File: config.mk
export PLATFORM = sky130hd
export DESIGN_NAME = periodic_task_table_unit
export DESIGN_NICKNAME = d
export VERILOG_FILES = /design/src/design/ptt_pkg.sv /design/src/design/periodic_task_table_unit.sv
export VERILOG_INCLUDE_DIRS = /design/src /design/src/design
export SDC_FILE = /design/constraint.sdc
export NUM_CORES = 2
export LEC_CHECK = 0
export ABC_CLOCK_PERIOD_IN_PS = 25400
export BUFFER_PORTS_ARGS = -buffer_cell sky130_fd_sc_hd__buf_2
export CAP_MARGIN = 10
export CORE_MARGIN = 5
export CORE_UTILIZATION = 60
export CTS_CLUSTER_SIZE = 10
export DETAILED_ROUTE_END_ITERATION = 8
export HOLD_SLACK_MARGIN = 0.06
export PLACE_DENSITY = 0.77
export SETUP_SLACK_MARGIN = 0.4
export SLEW_MARGIN = 20
export SYNTH_ARGS = -nofsm -noshare
export SYNTH_HDL_FRONTEND = slang
export SYNTH_SLANG_ARGS = --single-unit
File: constraint.sdc
create_clock -name i_clk -period 25.4 [get_ports i_clk]
set_clock_uncertainty 0.1 [all_clocks]
set_input_delay 3.81 -clock i_clk [delete_from_list [all_inputs] [get_ports i_clk]]
set_output_delay 3.81 -clock i_clk [all_outputs]
set_load 0.005 [all_outputs]
File: src/design/periodic_task_table_unit_defines.svh
// Assertion macros for the periodic task table.
`ifndef PERIODIC_TASK_TABLE_UNIT_DEFINES_SVH
`define PERIODIC_TASK_TABLE_UNIT_DEFINES_SVH
// Implication checked on every rising clock edge outside reset.
`define PTT_ASSERT_IMP(label, clk, rst_n, ante, cons, msg) \
    label: assert property (@(posedge clk) disable iff (!rst_n) (ante) |-> (cons)) \
        else $error(msg);
// Next-cycle implication checked outside reset.
`define PTT_ASSERT_NEXT(label, clk, rst_n, ante, cons, msg) \
    label: assert property (@(posedge clk) disable iff (!rst_n) (ante) |=> (cons)) \
        else $error(msg);
`endif

File: src/design/ptt_pkg.sv
// Package for the periodic task table: constants, codes, state type, slot record.
`default_nettype none
package ptt_pkg;
    localparam int SLOTS     = 16;
    localparam int SLOT_W    = $clog2(SLOTS);
    localparam int CNT_W     = $clog2(SLOTS + 1);
    localparam int TIME_BITS = 64;
    localparam int ID_W      = 31;
    localparam logic [ID_W-1:0] ID_INVALID = {ID_W{1'b1}};

    localparam logic [1:0] CMD_SCHED = 2'd0;
    localparam logic [1:0] CMD_TICK  = 2'd1;
    localparam logic [1:0] CMD_REM   = 2'd2;
    localparam logic [1:0] CMD_QUERY = 2'd3;

    localparam logic [2:0] KIND_SCHED = 3'd0;
    localparam logic [2:0] KIND_FIRED = 3'd1;
    localparam logic [2:0] KIND_REM   = 3'd2;
    localparam logic [2:0] KIND_PER   = 3'd3;
    localparam logic [2:0] KIND_DONE  = 3'd4;

    typedef enum logic [3:0] {
        ST_IDLE,
        ST_RD,     // issue memory read of r_idx
        ST_WAIT,   // read data returns
        ST_EVAL,   // act on the slot
        ST_GCD,    // run binary GCD on r_ga, r_gb
        ST_SHIFT,  // remove: move slot r_idx down by one
        ST_EMIT,   // present result, wait for the sink
        ST_FIN     // final result beat
    } t_state;

    typedef struct packed {
        logic [ID_W-1:0]      id;
        logic [TIME_BITS-1:0] period;
        logic [TIME_BITS-1:0] deadline;
        logic                 mode;
    } t_slot;
endpackage
`default_nettype wire

File: src/design/periodic_task_table_unit.sv
// Top level of the periodic task table: command sequencer over a slot memory.
//   channel | direction | handshake             | payload
//   in      | sink      | i_valid / o_ready     | i_command i_now_time i_period i_mode i_task_id
//   out     | source    | o_valid / i_ready     | o_kind o_result_id o_ok o_tick_period o_last
// One command at a time. Schedule writes the slot on acceptance and goes straight to
// the final beat. Remove reads each occupied slot in turn (search, then shift of the
// later slots). Tick reads each occupied slot and emits a beat for each one that
// fires. Query reads each slot and folds each nonzero period into a binary GCD.
// Reset (synchronous, active low) empties the table and clears the id counter.
// A stalled result beat holds the sequencer; the next command waits for o_ready.
`default_nettype none
`include "periodic_task_table_unit_defines.svh"
module periodic_task_table_unit
    import ptt_pkg::*;
(
    input  wire logic                 i_clk,
    input  wire logic                 i_rst_n,
    input  wire logic                 i_valid,
    output logic                      o_ready,
    input  wire logic [1:0]           i_command,
    input  wire logic [63:0]          i_now_time,
    input  wire logic [63:0]          i_period,
    input  wire logic                 i_mode,
    input  wire logic [ID_W-1:0]      i_task_id,
    output logic                      o_valid,
    input  wire logic                 i_ready,
    output logic [2:0]                o_kind,
    output logic [ID_W-1:0]           o_result_id,
    output logic                      o_ok,
    output logic [63:0]               o_tick_period,
    output logic                      o_last
);
    // Slot memory: one write port, one registered read port.
    t_slot mem [SLOTS];
    t_slot r_rd;
    logic [SLOT_W-1:0] mem_raddr, mem_waddr;
    logic mem_we;
    t_slot mem_wdata;

    always_ff @(posedge i_clk) begin
        if (mem_we) begin
            mem[mem_waddr] <= mem_wdata;
        end
        r_rd <= mem[mem_raddr];
    end

    t_state r_state, n_state;
    logic [CNT_W-1:0] r_used;
    logic [ID_W-1:0]  r_idc;
    logic [CNT_W-1:0] r_idx;
    logic [1:0]       r_cmd;
    logic [TIME_BITS-1:0] r_now;
    logic [ID_W-1:0]  r_tid;
    logic             r_found;
    logic [TIME_BITS-1:0] r_ga, r_gb;
    logic [6:0]       r_gsh;
    // Output register
    logic             r_ov;
    logic [2:0]       r_kind;
    logic [ID_W-1:0]  r_rid;
    logic             r_ok;
    logic [63:0]      r_tp;
    logic             r_last;

    assign o_valid       = r_ov;
    assign o_kind        = r_kind;
    assign o_result_id   = r_rid;
    assign o_ok          = r_ok;
    assign o_tick_period = r_tp;
    assign o_last        = r_last;
    assign o_ready       = (r_state == ST_IDLE) && (!r_ov || i_ready);

    logic in_acc, out_free;
    assign in_acc   = i_valid && o_ready;
    assign out_free = !r_ov || i_ready;

    logic [CNT_W:0] idx_p1;
    assign idx_p1 = {1'b0, r_idx} + 1'b1;

    logic due;
    assign due = r_rd.deadline <= r_now;

    t_slot fire_wr;
    always_comb begin
        fire_wr = r_rd;
        fire_wr.deadline = (r_rd.mode ? r_rd.deadline : r_now) + r_rd.period;
    end

    // Next state
    always_comb begin
        n_state = r_state;
        case (r_state)
            ST_IDLE: begin
                if (in_acc) begin
                    if (i_command == CMD_SCHED) begin
                        n_state = ST_FIN;
                    end else if (r_used == '0) begin
                        n_state = ST_FIN;
                    end else begin
                        n_state = ST_RD;
                    end
                end
            end
            ST_RD:   n_state = ST_WAIT;
            ST_WAIT: n_state = ST_EVAL;
            ST_EVAL: begin
                if (r_cmd == CMD_TICK && due) begin
                    n_state = ST_EMIT;
                end else if (r_cmd == CMD_QUERY && r_rd.period != '0 && r_ga != '0) begin
                    n_state = ST_GCD;
                end else if (r_cmd == CMD_REM && r_rd.id == r_tid) begin
                    n_state = (idx_p1 >= (CNT_W+1)'(r_used)) ? ST_FIN : ST_SHIFT;
                end else begin
                    n_state = (idx_p1 >= (CNT_W+1)'(r_used)) ? ST_FIN : ST_RD;
                end
            end
            ST_GCD: begin
                // r_idx already points at the next slot here
                if (r_gb == '0) begin
                    n_state = (r_idx >= r_used) ? ST_FIN : ST_RD;
                end
            end
            ST_SHIFT: n_state = ST_WAIT;
            ST_EMIT: begin
                if (out_free) begin
                    n_state = (idx_p1 >= (CNT_W+1)'(r_used)) ? ST_FIN : ST_RD;
                end
            end
            ST_FIN: begin
                if (out_free) begin
                    n_state = ST_IDLE;
                end
            end
            default: n_state = ST_IDLE;
        endcase
    end

    // Memory port control
    always_comb begin
        mem_raddr = r_idx[SLOT_W-1:0];
        mem_we    = 1'b0;
        mem_waddr = r_idx[SLOT_W-1:0];
        mem_wdata = fire_wr;
        case (r_state)
            ST_IDLE: begin
                mem_waddr = r_used[SLOT_W-1:0];
                mem_wdata.id       = r_idc;
                mem_wdata.period   = i_period;
                mem_wdata.deadline = i_now_time + i_period;
                mem_wdata.mode     = i_mode;
                mem_we = in_acc && i_command == CMD_SCHED && r_used < CNT_W'(SLOTS)
                         && r_idc != ID_INVALID;
            end
            ST_EVAL: begin
                if (r_cmd == CMD_TICK && due) begin
                    mem_we = 1'b1;
                end else if (r_cmd == CMD_REM && r_found) begin
                    mem_we    = 1'b1;
                    mem_waddr = SLOT_W'(r_idx - 1'b1);
                    mem_wdata = r_rd;
                end
            end
            default: ;
        endcase
    end

    // Datapath and output register
    always_ff @(posedge i_clk) begin
        if (!i_rst_n) begin
            r_state <= ST_IDLE;
            r_used  <= '0;
            r_idc   <= '0;
            r_ov    <= 1'b0;
            r_found <= 1'b0;
        end else begin
            r_state <= n_state;
            // a new beat loaded below keeps valid high
            if (r_ov && i_ready
                && !(out_free && (r_state == ST_EMIT || r_state == ST_FIN))) begin
                r_ov <= 1'b0;
            end
            case (r_state)
                ST_IDLE: begin
                    if (in_acc) begin
                        r_cmd   <= i_command;
                        r_now   <= i_now_time;
                        r_tid   <= i_task_id;
                        r_idx   <= '0;
                        r_found <= 1'b0;
                        r_ga    <= '0;
                        r_gb    <= '0;
                        r_gsh   <= '0;
                        r_tp    <= '0;
                        case (i_command)
                            CMD_SCHED: begin
                                r_kind <= KIND_SCHED;
                                r_rid  <= mem_we ? r_idc : ID_INVALID;
                                r_ok   <= mem_we;
                                if (mem_we) begin
                                    r_idc  <= r_idc + 1'b1;
                                    r_used <= r_used + 1'b1;
                                end
                            end
                            CMD_REM: begin
                                r_kind <= KIND_REM;
                                r_rid  <= i_task_id;
                                r_ok   <= 1'b0;
                            end
                            CMD_QUERY: begin
                                r_kind <= KIND_PER;
                                r_rid  <= ID_INVALID;
                                r_ok   <= 1'b0;
                            end
                            default: begin
                                r_kind <= KIND_DONE;
                                r_rid  <= ID_INVALID;
                                r_ok   <= 1'b0;
                            end
                        endcase
                    end
                end
                ST_EVAL: begin
                    if (r_cmd == CMD_QUERY && r_rd.period != '0) begin
                        if (r_ga == '0) begin
                            r_ga <= r_rd.period;
                        end else begin
                            r_gb  <= r_rd.period;
                            r_gsh <= '0;
                        end
                    end
                    if (r_cmd == CMD_REM && !r_found && r_rd.id == r_tid) begin
                        r_found <= 1'b1;
                        r_ok    <= 1'b1;
                    end
                    if (!(r_cmd == CMD_TICK && due)) begin
                        r_idx <= r_idx + 1'b1;
                    end
                    if (r_cmd == CMD_REM && (r_found || r_rd.id == r_tid)
                        && idx_p1 >= (CNT_W+1)'(r_used)) begin
                        r_used <= r_used - 1'b1;
                    end
                end
                ST_GCD: begin
                    // binary GCD: one step per cycle; result = r_ga << r_gsh
                    if (r_gb == '0) begin
                        r_ga  <= r_ga << r_gsh;
                    end else if (!r_ga[0] && !r_gb[0]) begin
                        r_ga  <= r_ga >> 1;
                        r_gb  <= r_gb >> 1;
                        r_gsh <= r_gsh + 1'b1;
                    end else if (!r_ga[0]) begin
                        r_ga <= r_ga >> 1;
                    end else if (!r_gb[0]) begin
                        r_gb <= r_gb >> 1;
                    end else if (r_ga > r_gb) begin
                        r_ga <= r_ga - r_gb;
                    end else begin
                        r_gb <= r_gb - r_ga;
                    end
                end
                ST_EMIT: begin
                    if (out_free) begin
                        r_ov   <= 1'b1;
                        r_kind <= KIND_FIRED;
                        r_rid  <= r_rd.id;
                        r_ok   <= 1'b0;
                        r_tp   <= '0;
                        r_last <= 1'b0;
                        r_idx  <= r_idx + 1'b1;
                    end
                end
                ST_FIN: begin
                    if (out_free) begin
                        r_ov   <= 1'b1;
                        r_last <= 1'b1;
                        if (r_cmd == CMD_TICK) begin
                            r_kind <= KIND_DONE;
                            r_rid  <= ID_INVALID;
                            r_ok   <= 1'b0;
                        end
                        if (r_cmd == CMD_QUERY) begin
                            r_tp <= r_ga;
                        end
                    end
                end
                default: ;
            endcase
        end
    end

    `PTT_ASSERT_IMP(a_used_bound, i_clk, i_rst_n, 1'b1, r_used <= CNT_W'(SLOTS),
        "slot count exceeds table size")
    `PTT_ASSERT_IMP(a_no_accept_busy, i_clk, i_rst_n, r_state != ST_IDLE, !o_ready,
        "input accepted while busy")
    `PTT_ASSERT_NEXT(a_fin_last, i_clk, i_rst_n, r_state == ST_FIN && out_free,
        o_valid && o_last, "final beat missing last")
endmodule
`default_nettype wire

==> key figures <==
Yosys
  • Top post-synthesis cells by area: edfxtp_1, mux4_2, ha_1, dfxtp_1, nand2_1
  • Number of flops mapped to enable cells by yosys: 2897
  • Synth Instances: 8603
  • Post-synth top area share: a little over three fifths
  • Post-synth net total: 9111
  • Yosys cell types: 85
  • Seq/Total Area, Yosys: roughly 66%
  • Post-synth ARST share: 0%
  • #FFs+latches synth: 3098
  • Top FF cell, synth: edfxtp_1
  • Synth top cells by count: edfxtp_1, mux4_2, nand2_1
  • Syn_area_per_cell: 16.04 sq um
  • Cell Area, Synth: around 140000 sq um
  • Syn. warnings: 0
  • Most frequent cell after synthesis: edfxtp_1
  • Synth area leader: edfxtp_1

Timing
  • Min Tclk post-route: about 8.6 ns
  • Max Fclk: 0.1168 GHz
  • Final setup vio count: 0
  • Final Max Tran Viols: 0
  • Slew HR: 15.17%
  • RSZ-0062 raised after global routing: false
  • TNS Setup: 0 ns
  • Final Hold Fails: 0
  • Actual slew at the worst max-slew pin: 1.262 ns
  • Tcrit/Tclk final: 33.71%

Worst setup path
  • Worst Path Required: approximately 21 ns
  • CP Class: input pin to output port
  • Worst-path fanout max: 6
  • Crit path to: o_ready
  • Reg-to-Reg Start: r_cmd[0]$_DFFE_PP_
  • Worst R2R End: mem[4][29]$_DFFE_PP_
  • R2R cell count: 11
  • CP Launch Point: i_ready
  • Crit end category: output port
  • Crit path DAT: around 4.7 ns
  • CP startpoint kind: input pin
  • Worst R2R Setup Slack: 18.06 ns

Floorplanning
  • Die X-Extent: 489.6 microns
  • Core Box Area: 229500 sq um
  • Initial cell density of the core: 60.14%
  • Die Y: 489.6 microns
  • Io pins: 268
  • Site Rows: between 150 and 200
  • Die ar.: 239700 sq um

Power and ir drop
  • VDD IR max: 0.1100 mV
  • Net Sw Power: between 7 and 8 mW
  • Combinational Power Share: 37.3%
  • Clock power frac: 23.6%
  • Switching Share: 37.63%
  • Leakage dissipation: 52.67 nW
  • Sequential group share of total power: between 30% and 40%
  • PD cells: 130.3 nW/um^2
  • Internal power: 12.53 mW

Hold path
  • Hold Crit Start: r_used[4]$_SDFFE_PN0P_
  • HP Class: flip-flop to flip-flop

Place
  • Routability cong.: 1.004
  • Hpwl dp: 266300 microns
  • I/O Buffers: 267

Global routing
  • Largest net degree at the start of global routing: roughly 150
  • Total gr overflow: 0
  • Total global-route track usage: 36.30%
  • First-pass GRT wire length: 620800 microns
  • Vias in the first global route: 86020
  • Antenna violations before repair: 53

Outcome
  • Failing checks: DRC
  • Status: complete, but fails checks

Route
  • 1st-pass router iterations: 9
  • DRC errors left: 10
  • Via density: 7.070
  • Total number of vias: slightly below 90000
  • Routed wire length: about 430000 microns
  • DRT iter0 DRCs: 14195
  • Wirelength per Cell: around 35 microns
  • Final ANT Viol Nets: 0

Final layout
  • Layout cell share with drive strength beyond 1: 19.95%
  • Layout area overhead: 11.73%
  • Fin util: 67.19%
  • Fill cells: 14921
  • Final #Nets: 9500

Clock network
  • Hold buffer count at cts: 0
  • Worst-Skew Late Latency: 1.00 ns
  • Post-CTS Setup Bufs: 0
  • Clock Pin Slew Worst Setup and Hold Paths: ~0.060 ns
  • Post-CTS sizing: 0
  • CTS sink cnt: 3098
  • CTS tree: done
  • Root buf cell: clkbuf_16
  • Clk buf depth: 4
  • Htree depth: 5
  • Inserted Clock Buffers: between 300 and 400

Job
  • Max Cap Viol: 0
metal layers:
layer / share of wire (%) / vias to the layer above / global-route usage (%)
met5: 0.031 / - / 0
met4: 6.2 / 16 / 18.26
met3: 13 / 1197 / 9.260
met2: 46 / 7059 / 55.26
met1: 35 / 43866 / 49.40
li1: - / 35139 / -
how the worst min path moves through the flow:
stage	to	slack, ns	cells past startpoint
6_report	r_used[4]$_SDFFE_PN0P_	0.40	2
2_1_floorplan	r_used[4]$_SDFFE_PN0P_	0.36	2
5_1_grt	r_used[4]$_SDFFE_PN0P_	0.45	2
4_1_cts	r_used[4]$_SDFFE_PN0P_	0.40	2
3_5_place_dp	r_used[4]$_SDFFE_PN0P_	0.39	2
3_3_place_gp	r_used[4]$_SDFFE_PN0P_	0.37	2
critical path: stages:
cell,delay (ns)
buf_2,0.12
nor2b_1,0.40
nor2_1,0.13
buf_2,0.18
power groups by stage:
stage	combinational, mW	clock (mW)	sequential, mW
detailed placement	7.15	0	7.92
floorplan	4.54	0	7.71
global placement	6.97	0	7.91
CTS	7.23	4.77	7.83
global route	7.89	5.01	7.87
finish	7.49	4.74	7.85
cell families (layout without fill, tap and decap cells):
kind of cell | after synthesis | after routing | share of synthesized area [%]
XOR/XNOR | 308 | 308 | 1.955
multiplexers | 920 | 920 | 14.39
adder cells (fa/ha/maj) | 342 | 342 | 3.128
buffers and inverters | 728 | 1387 | 1.996
AND/OR/NAND/NOR | 1639 | 1639 | 5.345
AO/OA/AOI/OAI | 1568 | 1568 | 7.225
flip-flops | 3098 | 3098 | 65.96
other | 0 | 56 | 0
cells in the final DEF (no fill, tap or decap), types with 23 or more instances in the layout:
cell          n
edfxtp_1   2897
mux4_2      850
nand2_1     758
o21ai_0     434
a21oi_1     386
clkbuf_16   370
ha_1        337
nor2_1      302
buf_2       267
inv_1       259
clkbuf_1    238
dfxtp_1     200
buf_4       200
a21o_1      178
xnor2_1     176
xor2_1      132
a22oi_1     115
nand4_1     113
nor3_1      106
nor4_1       63
nand3_1      62
mux2i_1      61
o21bai_1     57
o22ai_1      57
diode_2      56
a222oi_1     45
nand2b_1     40
nor2b_1      38
and3_1       36
o221ai_1     31
a31oi_1      30
o211ai_1     23
flip-flops by register name, indices dropped and copies added, names as in the netlist:
name / cells
r_tid: 31
r_idx: 5
r_idc: 31
o_kind: 3
o_valid: 1
r_now: 64
r_found: 1
r_gb: 64
r_ga: 64
fire_wr: 96
r_gsh: 7
r_rd: 64
r_used: 5
r_cmd: 2
o_tick_period: 64
o_result_id: 31
o_ok: 1
o_last: 1
mem: 2560
r_state: 3
through the flow:
| step | hold slack, ns | cell area [sq um] | std cells | worst slack, ns | power (mW) |
|---|---|---|---|---|---|
| after floorplan | 0.3581 | 138000 | 8603 | 8.512 | 12.26 |
| after global placement | 0.3660 | 143300 | 11644 | 16.29 | 14.88 |
| after detailed placement | 0.3939 | 143400 | 11645 | 16.15 | 15.07 |
| after CTS | 0.4012 | 153900 | 12284 | 16.86 | 19.83 |
| after global routing | 0.4517 | 154100 | 12320 | 16.76 | 20.77 |
| final | 0.4045 | 154200 | 12344 | 16.84 | 20.08 |
area by class of cell:
type / count / area, sq um / area share (%)
sequential: 3098 / 91020 / 59.04
multi-input combinational: 4777 / 44550 / 28.90
clock buffer: 613 / 10220 / 6.630
tap: 3026 / 3786 / 2.456
timing repair buffer: 485 / 3166 / 2.053
inverter: 263 / 989.7 / 0.6419
clock inverter: 26 / 300.3 / 0.1948
antenna: 56 / 140.1 / 0.09089
Power figures use the tool's default switching activity.
